<file path="config.mk">
export PLATFORM = sky130hd
export DESIGN_NAME = bta_ram
export DESIGN_NICKNAME = d
export VERILOG_FILES = /design/src/hdl/bta_ram.sv
export SDC_FILE = /design/constraint.sdc
export NUM_CORES = 1
export LEC_CHECK = 0
export BUFFER_PORTS_ARGS = -buffer_cell sky130_fd_sc_hd__buf_2
export CAP_MARGIN = 30
export CORE_ASPECT_RATIO = 1.25
export CORE_UTILIZATION = 60
export DETAILED_ROUTE_END_ITERATION = 12
export PLACE_DENSITY_LB_ADDON = 0.2
export SYNTH_ARGS = -nofsm -noshare
export SYNTH_HDL_FRONTEND = slang
export SYNTH_SLANG_ARGS = --single-unit
</file>
<file path="constraint.sdc">
create_clock -name clk -period 2 [get_ports clk]
set_input_delay 0.2 -clock clk [delete_from_list [all_inputs] [get_ports clk]]
set_output_delay 0.2 -clock clk [all_outputs]
set_load 0.02 [all_outputs]
</file>
<file path="src/hdl/bta_ram.sv">
// generic single-port ram with registered read
module bta_ram #(
	parameter int WIDTH = 8,
	parameter int DEPTH = 16
) (
	input  logic                     clk,
	input  logic                     we,
	input  logic [$clog2(DEPTH)-1:0] addr,
	input  logic [WIDTH-1:0]         wdata,
	output logic [WIDTH-1:0]         rdata
);
	logic [WIDTH-1:0] mem_q [DEPTH];

	always_ff @(posedge clk) begin
		if (we) begin
			mem_q[addr] <= wdata;
		end
		rdata <= mem_q[addr];
	end
endmodule

</file>
== Yosys cells after proc, flatten, opt, wreduce, memory -nomap -nowiden ==
Memories as Yosys holds them, arrays and structs flattened. A register that Yosys moved wholly into a read port is not among the register bits.
Cells that the tools add are included.
W data, S select, Z words.

* Bits in registers: 0
* Memory bits (writable): 128
* Input bits: 14
* Output and inout bits: 8
* Logic and storage cells: 3
* Memories: 1

{| class="wikitable"
|+ Memories
! name !! words !! width !! read ports !! clocked after memory_dff !! wr ports !! line !! source
|-
| mem_q || 16 || 8 || 1 || 1 || 1 || 12 || <nowiki>logic [WIDTH-1:0] mem_q [DEPTH];</nowiki>
|}

* Muxes and demuxes: 2

{| class="wikitable"
|+ Operators by type and width
! kind !! number
|-
| $mux W1 || 2
|}

== Longest topological paths before layout ==
Gate-level depths: netlist of the first run.

* Word-level depth: 2
* Depth in mapped cells: 5
* Depth with buffers taken out: 3

== Least setup slack after synthesis of the first run ==
No wires, ideal clock.

* Path type: input-to-reg
* Start: input addr[2]
* End: memory mem_q[0][0], enable pin
* Library setup time: 0.383 ns
* Arrival: 1.310 ns
* Slack: 0.307 ns
* Cell stages on the path: 2
* Cell sequence: or3b_2 -> nor3_1

{| class="wikitable"
|+ RTL lines
! what !! line !! source
|-
| from (decl) || 8 || <nowiki>input logic [$clog2(DEPTH)-1:0] addr,</nowiki>
|-
| to (decl) || 12 ||
|}

Straight into the memory's write port.

==> impl_metrics.json, run 1 <==
{
  "power_density_nw_per_um2": 1090,
  "wl_met1_um": 3370,
  "drive_gt1_share_pct": 35.5,
  "setup_violations": 0,
  "place_congestion": 0.760,
  "cap_violations": 0,
  "rsz0062_at_grt": "false",
  "clk_pin_slew_ps": 60,
  "timing.final.ws_setup_ps": 681,
  "critPathCaptureType": "flop",
  "io_buffers": 21,
  "hold_buffers": 0,
  "worstMarginPinSlew_ps": 586,
  "yosys.cell_types.count": 18,
  "cts_tree": "done",
  "clock_skew_ps": 4.10,
  "fin_cells": 390,
  "fp.dieW_um": 84.2,
  "status": "complete, but fails checks",
  "critPathRequiredTime_ps": 2390,
  "cp_max_fo": 1,
  "syn_area_um2": 5070,
  "worstPathCellList": "mux4_2 -> a22oi_1 -> nand2_1",
  "antenna_found_initial": 0,
  "antennaDiodeCount": 0,
  "failed_checks": "design-rule violations",
  "yosysSeqAreaShare_pct": 79.0,
  "fin_crit_ps": 1320,
  "yosys.area.top_type": "edfxtp_1",
  "numCtsBuffers": 17,
  "path_delay_family": "multiplexers",
  "grt_pass1_vias": 2491,
  "die_h_um": 105,
  "grt_pass1_wl_um": 13200,
  "cts-htree-levels": 4,
  "routed_wl_um": 8450,
  "timing.final.crit_share_pct": 66.0,
  "drt_iter0_drc": 207,
  "fmax_ghz": 0.758,
  "synth_area_leaders": "edfxtp_1 76%, mux4_2 14%, dfxtp_1 3.2%, a22oi_1 2.4%, nor2_1 0.96%",
  "syn_area_per_cell_um2": 22.0,
  "cp.depth": 3,
  "worst_path_max_delay_cell": "mux4_2",
  "critical_path_class": "reg -> reg",
  "wl_met2_um": 4680,
  "slew_violations": 0,
  "insertion_delay_ps": 510,
  "vias": 2300,
  "synth-seq-cells": 136,
  "cts_root_buffer": "clkbuf_8",
  "reg2reg_depth": 3,
  "cp_num_buf_inv": 0,
  "fin_hold_ws_ps": 72.7,
  "layout_commonest_cell": "edfxtp_1",
  "overflow": 0,
  "syn_inst": 230,
  "postCtsSetupRepairBufs": 0,
  "io_pins": 22,
  "grt_max_degree": 23,
  "wl_met3_um": 278,
  "cts_sinks": 136,
  "avgRoutedWirePerCell_um": 21.7,
  "hold_viol": 0,
  "avgViaCountPerCell": 5.90,
  "synth_top_cell_area_share_pct": 75.9,
  "slew_headroom_pct": 60.8,
  "dp_worst_setup_slack_ps": 308,
  "min_path_cells": 1,
  "cts_resized": 0,
  "tns_ps": 0,
  "hp-class": "in -> reg",
  "dr.max_layer_used": "met4",
  "yosysWarnings": 0,
  "initial_core_util_pct": 61.8,
  "vdd_drop_max_mv": 0.775,
  "cp.arrival_ps": 1710,
  "dieArea_um2": 8820,
  "clockBufferDepth": 2,
  "firstDrtPassIters": 8,
  "crit_path_start_kind": "flop",
  "p_leak_nw": 2.03,
  "coreArea_um2": 8190,
  "area_growth_pct": 18.5,
  "final_cell_mix": "128 x edfxtp_1, 32 x mux4_2, 21 x buf_2",
  "dp.cells": 358,
  "drtAntennaViolNets": 0,
  "nNetsFinal": 294,
  "grt_use_total_pct": 21.7,
  "postLayoutCoreUtil_pct": 73.3,
  "drc": 4,
  "syn_nets": 244,
  "hpwl_um": 5720,
  "rows": 37,
  "crit_path_max_incr_delay_ps": 470
}
==> path summary, 6_finish.rpt <==
path / end / slack, ps / startpoint
setup / recovery: rdata[1] / 680 / mem_q[2][1]
hold reg to reg: rdata[0] / 680 / mem_q[15][0]
setup reg to reg: rdata[1] / 680 / mem_q[2][1]
hold / removal: mem_q[6][6] / 70 / wdata[6]
==> layer usage <==
layer	vias up	GRT usage (%)
met4	0	10.8
met3	10	5.06
li1	1066	-
met2	53	37.3
met1	1171	25.7
met5	-	0
==> cell families after synthesis <==
family | Yosys count | share of synthesized area, %
AO/OA/AOI/OAI | 16 | 2.37
buffers and inverters | 11 | 1.19
multiplexers | 32 | 14.2
flip-flops | 136 | 79.0
AND/OR/NAND/NOR | 35 | 3.21
==> registers in the layout, summed over array words and instances, names as in the netlist <==
| signal | flops |
|---|---|
| rdata | 8 |
| mem_q | 128 |
==> through the flow <==
step / power (mW) / instance area, um2
after global placement: 3.56 / 5420
after CTS: 6.60 / 6010
final: 6.53 / 6010
after detailed placement: 3.58 / 5420
after floorplan: 3.45 / 5070
after global routing: 6.72 / 6010
==> worst register-to-register path, stage by stage, from the launching register on <==
cell and delay, ps:
edfxtp_1 360, mux4_2 470, a22oi_1 270, nand2_1 100
==> where the power goes <==
| group | switching, mW | internal [mW] | leakage (nW) | total [mW] |
|---|---|---|---|---|
| sequential | 0.0188 | 3.19 | 1.22 | 3.21 |
| clock | 1.03 | 1.98 | 0.292 | 3.01 |
| combinational | 0.180 | 0.130 | 0.513 | 0.310 |
==> cell usage after synthesis <==
| library cell | count |
|---|---|
| edfxtp_1 | 128 |
| mux4_2 | 32 |
| a22oi_1 | 16 |
| nor2_1 | 13 |
| nand2_1 | 9 |
| dfxtp_1 | 8 |
| buf_1 | 4 |
| nor3_1 | 4 |
| buf_2 | 2 |
| buf_6 | 2 |
| clkbuf_1 | 2 |
| nand2b_1 | 2 |
| nand3b_1 | 2 |
| nor2b_1 | 2 |
| and2_1 | 1 |
| clkbuf_2 | 1 |
| nand3_1 | 1 |
| or3b_2 | 1 |
==> cell type report <==
class	instances	area, um2
well taps	97	121
multi-input cells	83	1000
fillers	474	2190
clock inverters	9	123
flip-flops and latches	136	4000
clock buffers	23	467
repair buffers	42	288
Note: power is estimated with default switching activity, not from simulation.
==> run 2: changes to the inputs <==
ABC_AREA = 1   (was not set)
CORE_UTILIZATION = 55   (was 60)
clock period = 1.15 ns   (was 2 ns; I/O delays follow)
==> run 2 against run 1 <==
  * The flow now finishes without violations
  * Clock skew up 5.3 ps
  * Synthesized cell count up 140%
  * Global-route usage up 2.8 points
  * Clock power up 65%
  * Largest cell class unchanged
==> impl_metrics.json, run 2 <==
{
  "yosys.cell_types.count": 11,
  "clockBufferDepth": 2,
  "synth_compound_area_share_pct": 0,
  "slew_headroom_pct": 71.9,
  "firstDrtPassIters": 5,
  "synth_xor_area_share_pct": 0,
  "drtAntennaViolNets": 0,
  "synth_top_family_by_area": "simple AND/OR/NAND/NOR gates",
  "numCtsBuffers": 17,
  "insertion_delay_ps": 410,
  "drt_iter0_drc": 276,
  "initial_core_util_pct": 57.3,
  "setup_violations": 0,
  "worstMarginPinSlew_ps": 422,
  "async_flop_share_pct": 0,
  "antennaDiodeCount": 0,
  "layout_commonest_cell": "nand2_1",
  "coreArea_um2": 9760,
  "min_from": "wdata[1]",
  "avgViaCountPerCell": 5.07,
  "status": "finished clean",
  "fillers": 718,
  "antenna_found_initial": 0,
  "synth-seq-cells": 136,
  "clk_pin_slew_ps": 60,
  "overflow": 0,
  "avgRoutedWirePerCell_um": 16.1,
  "fmax_ghz": 0.978,
  "r2r-end": "rdata[0]",
  "synthAdderAreaFrac_pct": 0,
  "syn_inst": 548,
  "yosys.area.top_type": "edfxtp_1",
  "p_comb_share_pct": 7.1,
  "critPathRequiredTime_ps": 1460,
  "dp.cells": 695,
  "timing.final.crit_share_pct": 88.9,
  "sw_frac_of_total_pct": 21.3,
  "cap_violations": 0,
  "routed_wl_um": 11700,
  "reg2reg_depth": 8,
  "cts_tree": "done",
  "grt_use_total_pct": 24.5,
  "largest_reg_flops": 128,
  "final_cell_mix": "346 x nand2_1, 128 x edfxtp_1, 21 x inv_1, 21 x buf_2, 17 x clkbuf_16",
  "tns_ps": 0,
  "synth_common_cells": "346 x nand2_1, 128 x edfxtp_1, 21 x inv_1",
  "cts-htree-levels": 4,
  "placed_area_um2": 6150,
  "critPathCaptureType": "flop",
  "crit_path_start_kind": "flop",
  "hpwl_um": 7600,
  "switchingPower_mw": 2.42,
  "synth_top_cell_area_share_pct": 68.7,
  "vias": 3679,
  "io_buffers": 21,
  "r2r-start": "mem_q[1][0]",
  "startpoint": "mem_q[1][0]",
  "rows": 40,
  "cts_resized": 0,
  "rsz0062_at_grt": "false",
  "place_congestion": 0.880,
  "vdd_drop_max_mv": 1.56,
  "grt_pass1_vias": 3622,
  "clkPwrFrac_pct": 43.7,
  "cp.arrival_ps": 1330,
  "hp-class": "in -> reg",
  "drc": 0,
  "final_area_um2": 6690,
  "critical_path_class": "reg -> reg",
  "synthFlopType": "edfxtp_1",
  "io_pins": 22,
  "synth_edf_count": 128,
  "fin_cells": 726,
  "dp_worst_setup_slack_ps": -85.8,
  "syn_nets": 562,
  "dieArea_um2": 10600,
  "synth_area_leaders": "edfxtp_1 69%, nand2_1 23%, dfxtp_1 2.9%, inv_1 1.4%, nor2_1 1.2%",
  "fp.dieW_um": 92.2,
  "grt_pass1_wl_um": 18400,
  "synth_most_common_cell": "nand2_1",
  "drive_gt1_share_pct": 15.0,
  "cts_root_buffer": "clkbuf_16",
  "syn_area_per_cell_um2": 10.2,
  "slew_violations": 0,
  "cp_max_fo": 1,
  "reg.largest.list": "mem_q (128), rdata (8)",
  "internal_power_mw": 8.92,
  "multi_input_area_um2": 1560,
  "synthSimpleGateAreaFrac_pct": 24.8,
  "hold_buffers": 0,
  "synthMuxAreaShare_pct": 0,
  "seq_area_um2": 4000,
  "hold_viol": 0,
  "nNetsFinal": 602,
  "setup.worst_path.end": "rdata[0]",
  "postLayoutCoreUtil_pct": 68.6,
  "clock_skew_ps": 9.40,
  "die_h_um": 115,
  "yosysWarnings": 0,
  "cts_sinks": 136,
  "largest_register": "mem_q",
  "yosysSeqAreaShare_pct": 71.6,
  "p_leak_nw": 2.82,
  "grt_max_degree": 30,
  "rrSetupSlack_ps": 130,
  "timing.final.ws_setup_ps": 127,
  "syn_area_um2": 5590,
  "fin_crit_ps": 1020,
  "postCtsSetupRepairBufs": 0,
  "power_density_nw_per_um2": 1690,
  "seq_power_share_pct": 49.1,
  "area_growth_pct": 19.7
}
## run 2: critical path: stages, from the launching register on
cell      delay, ps
edfxtp_1        390
nand2_1          90
nand2_1          50
nand2_1          50
nand2_1          60
nand2_1          80
nand2_1          50
inv_1            90
nand2_1          50
## run 2: kinds of logic after synthesis
kind of cell	Yosys count
buffers and inverters	44
DFF	136
and+or+nand+nor	368
## run 2: worst min-delay path by stage
| stage | slack, ps | cells past startpoint | to |
|---|---|---|---|
| finish | 130 | 1 | mem_q[6][1] |
| global route | 130 | 1 | mem_q[6][1] |
| detailed placement | 530 | 1 | rdata[3] |
| floorplan | 210 | 0 | mem_q[0][0] |
| CTS | 110 | 1 | mem_q[6][1] |
| global placement | 530 | 1 | rdata[1] |
## run 2: metrics by stage
stage | hold WS, ps | power, mW
2_1_floorplan | 214 | 6.15
3_3_place_gp | 531 | 6.46
3_5_place_dp | 532 | 6.48
4_1_cts | 115 | 11.4
5_1_grt | 128 | 11.7
6_report | 128 | 11.3
## run 2: routing by layer
layer,track usage [%],routed length [um]
met4,10.5,204
met5,0,0
met1,30.8,5020
met2,41.9,6100
met3,4.56,387
## run 2: power groups by stage
stage	Combinational, mW	Clock (mW)	Sequential, mW
final	0.809	4.96	5.57
after global routing	0.899	5.21	5.58
after CTS	0.813	4.99	5.58
after detailed placement	0.807	0	5.67
after global placement	0.792	0	5.67
after floorplan	0.433	0	5.71
## run 2: final cells by class
cell class / instances / area share, %
clock inverter: 11 / 1.61
clock buffer: 20 / 6.52
multi-input combinational: 368 / 23.3
inverter: 23 / 1.31
sequential: 136 / 59.8
timing repair buffer: 42 / 5.05
tap: 126 / 2.36
==> run 3: changes to the inputs <==
CELL_PAD_IN_SITES_DETAIL_PLACEMENT = 1   (was not set)
CELL_PAD_IN_SITES_GLOBAL_PLACEMENT = 1   (was not set)
CORE_UTILIZATION = 44   (was 55)
==> run 3 against run 2 <==
  * Flip-flop and latch count unchanged
  * Setup slack worse by 46 ps
  * Maximum frequency is 4.3% lower
  * Routed wire length rose by 22%
  * Total power up 7.1%
  * Largest cell class unchanged
  * First-iteration DRC count is 13% lower
  * Hold slack better by 2.2 ps
  * Combinational power is 5.2% higher
  * Register-to-register slack lost 40 ps
  * Sequential power hardly changed
  * Clock power grew 15%
  * Critical path depth shrank 7
==> impl_metrics.json, run 3 (synthesis results as in run 2) <==
{
  "crit_path_max_incr_delay_ps": 360,
  "cts_resized": 0,
  "status": "finished clean",
  "critPathRequiredTime_ps": 1030,
  "cp_max_fo": 1,
  "avgRoutedWirePerCell_um": 18.8,
  "cts_root_buffer": "clkbuf_16",
  "fillers": 1341,
  "reg.largest.list": "mem_q (128), rdata (8)",
  "tns_ps": 0,
  "rrSetupSlack_ps": 90,
  "place_congestion": 0.825,
  "drc": 0,
  "numCtsBuffers": 17,
  "final_area_um2": 6850,
  "setup_violations": 0,
  "slew_headroom_pct": 69.4,
  "cap_violations": 0,
  "path_delay_family": "flip-flops",
  "drt_iter0_drc": 241,
  "placed_area_um2": 6200,
  "worst_path_max_delay_cell": "dfxtp_1",
  "io_pins": 22,
  "r2r-end": "rdata[7]",
  "insertion_delay_ps": 420,
  "clockBufferDepth": 2,
  "grt_use_total_pct": 24.7,
  "overflow": 0,
  "slew_violations": 0,
  "hold_end": "mem_q[7][7]",
  "grt_pass1_wl_um": 22800,
  "dieArea_um2": 13200,
  "hold_buffers": 0,
  "drtAntennaViolNets": 0,
  "cp.arrival_ps": 950,
  "fp.dieW_um": 103,
  "dp_worst_setup_slack_ps": -157,
  "rows": 45,
  "avgViaCountPerCell": 5.01,
  "hpwl_um": 9150,
  "cts_tree": "done",
  "vias": 3809,
  "antenna_found_initial": 0,
  "clock_skew_ps": 7.11,
  "vdd_drop_max_mv": 1.56,
  "hp-class": "in -> reg",
  "crit_path_start_kind": "flop",
  "antennaDiodeCount": 0,
  "timing.final.crit_share_pct": 93.0,
  "routed_wl_um": 14300,
  "grt_max_degree": 31,
  "coreArea_um2": 12300,
  "layout_commonest_cell": "nand2_1",
  "nNetsFinal": 598,
  "drive_gt1_share_pct": 15.6,
  "io_buffers": 21,
  "p_leak_nw": 2.87,
  "power_density_nw_per_um2": 1770,
  "worstPathCellList": "buf_2",
  "firstDrtPassIters": 4,
  "critical_path_class": "reg -> out",
  "postCtsSetupRepairBufs": 0,
  "fmax_ghz": 0.935,
  "reg2reg_depth": 8,
  "critPathCaptureType": "output pin",
  "largest_reg_flops": 128,
  "cts-htree-levels": 4,
  "fin_crit_ps": 1070,
  "die_h_um": 128,
  "cp_num_buf_inv": 1,
  "area_growth_pct": 22.4,
  "rsz0062_at_grt": "false",
  "min_path_cells": 1,
  "cts_sinks": 136,
  "min_from": "wdata[7]",
  "hold_viol": 0,
  "initial_core_util_pct": 45.6,
  "final_cell_mix": "346 x nand2_1, 128 x edfxtp_1, 21 x inv_1, 21 x clkbuf_16, 21 x buf_2",
  "timing.final.ws_setup_ps": 80.8,
  "largest_register": "mem_q",
  "r2r-start": "mem_q[5][7]",
  "worstMarginPinSlew_ps": 459,
  "grt_pass1_vias": 4164,
  "clk_pin_slew_ps": 60
}
==> run 3: changes by cell type in the layout (fill, tap and decap cells not counted), sizes merged <==
cell	delta
clkinv	-4
buf	-4
bufinv	-1
clkbuf	+5
clkinvlp	+1
==> run 3: worst max path at each step <==
stage / startpoint / endpoint / slack [ps] / depth (start not counted)
global placement: addr[0] / mem_q[12][6] / -110 / 4
floorplan: addr[1] / mem_q[10][0] / -7 / 4
finish: rdata[2] / rdata[2] / 80 / 1
CTS: rdata[2] / rdata[2] / 60 / 1
global route: mem_q[14][2] / rdata[2] / 2 / 8
detailed placement: addr[0] / mem_q[11][5] / -160 / 4
==> run 3: metrics by stage <==
| step | utilization, % | cells | power [mW] | hold WS [ps] |
|---|---|---|---|---|
| 6_report | 55.8 | 761 | 12.1 | 130 |
| 5_1_grt | 55.8 | 761 | 12.5 | 136 |
| 2_1_floorplan | - | 548 | 6.15 | 214 |
| 4_1_cts | 55.8 | 761 | 12.2 | 126 |
| 3_5_place_dp | 50.5 | 729 | 6.52 | 533 |
| 3_3_place_gp | 50.5 | 729 | 6.49 | 531 |
==> run 3: area by class of cell <==
type / count / area, um2 / area share, %
multi-input combinational: 368 / 1560 / 22.8
tap: 164 / 205 / 3.00
sequential: 136 / 4000 / 58.5
inverter: 23 / 87.6 / 1.28
clock buffer: 25 / 571 / 8.33
clock inverter: 7 / 73.8 / 1.08
timing repair buffer: 38 / 345 / 5.04
==> run 3: report_power, final <==
part,switching (mW),leakage [nW],internal [mW]
combinational,0.603,1.34,0.248
clock,2.05,0.304,3.67
sequential,0.0325,1.22,5.54
total,2.69,2.87,9.46
==> run 3: metal layers <==
layer / global-route usage, % / vias up / wire (um)
met5: 0 / - / 0
met4: 9.86 / 0 / 352
met3: 4.69 / 26 / 420
met2: 43.3 / 71 / 7670
met1: 29.5 / 1880 / 5820
li1: - / 1832 / -
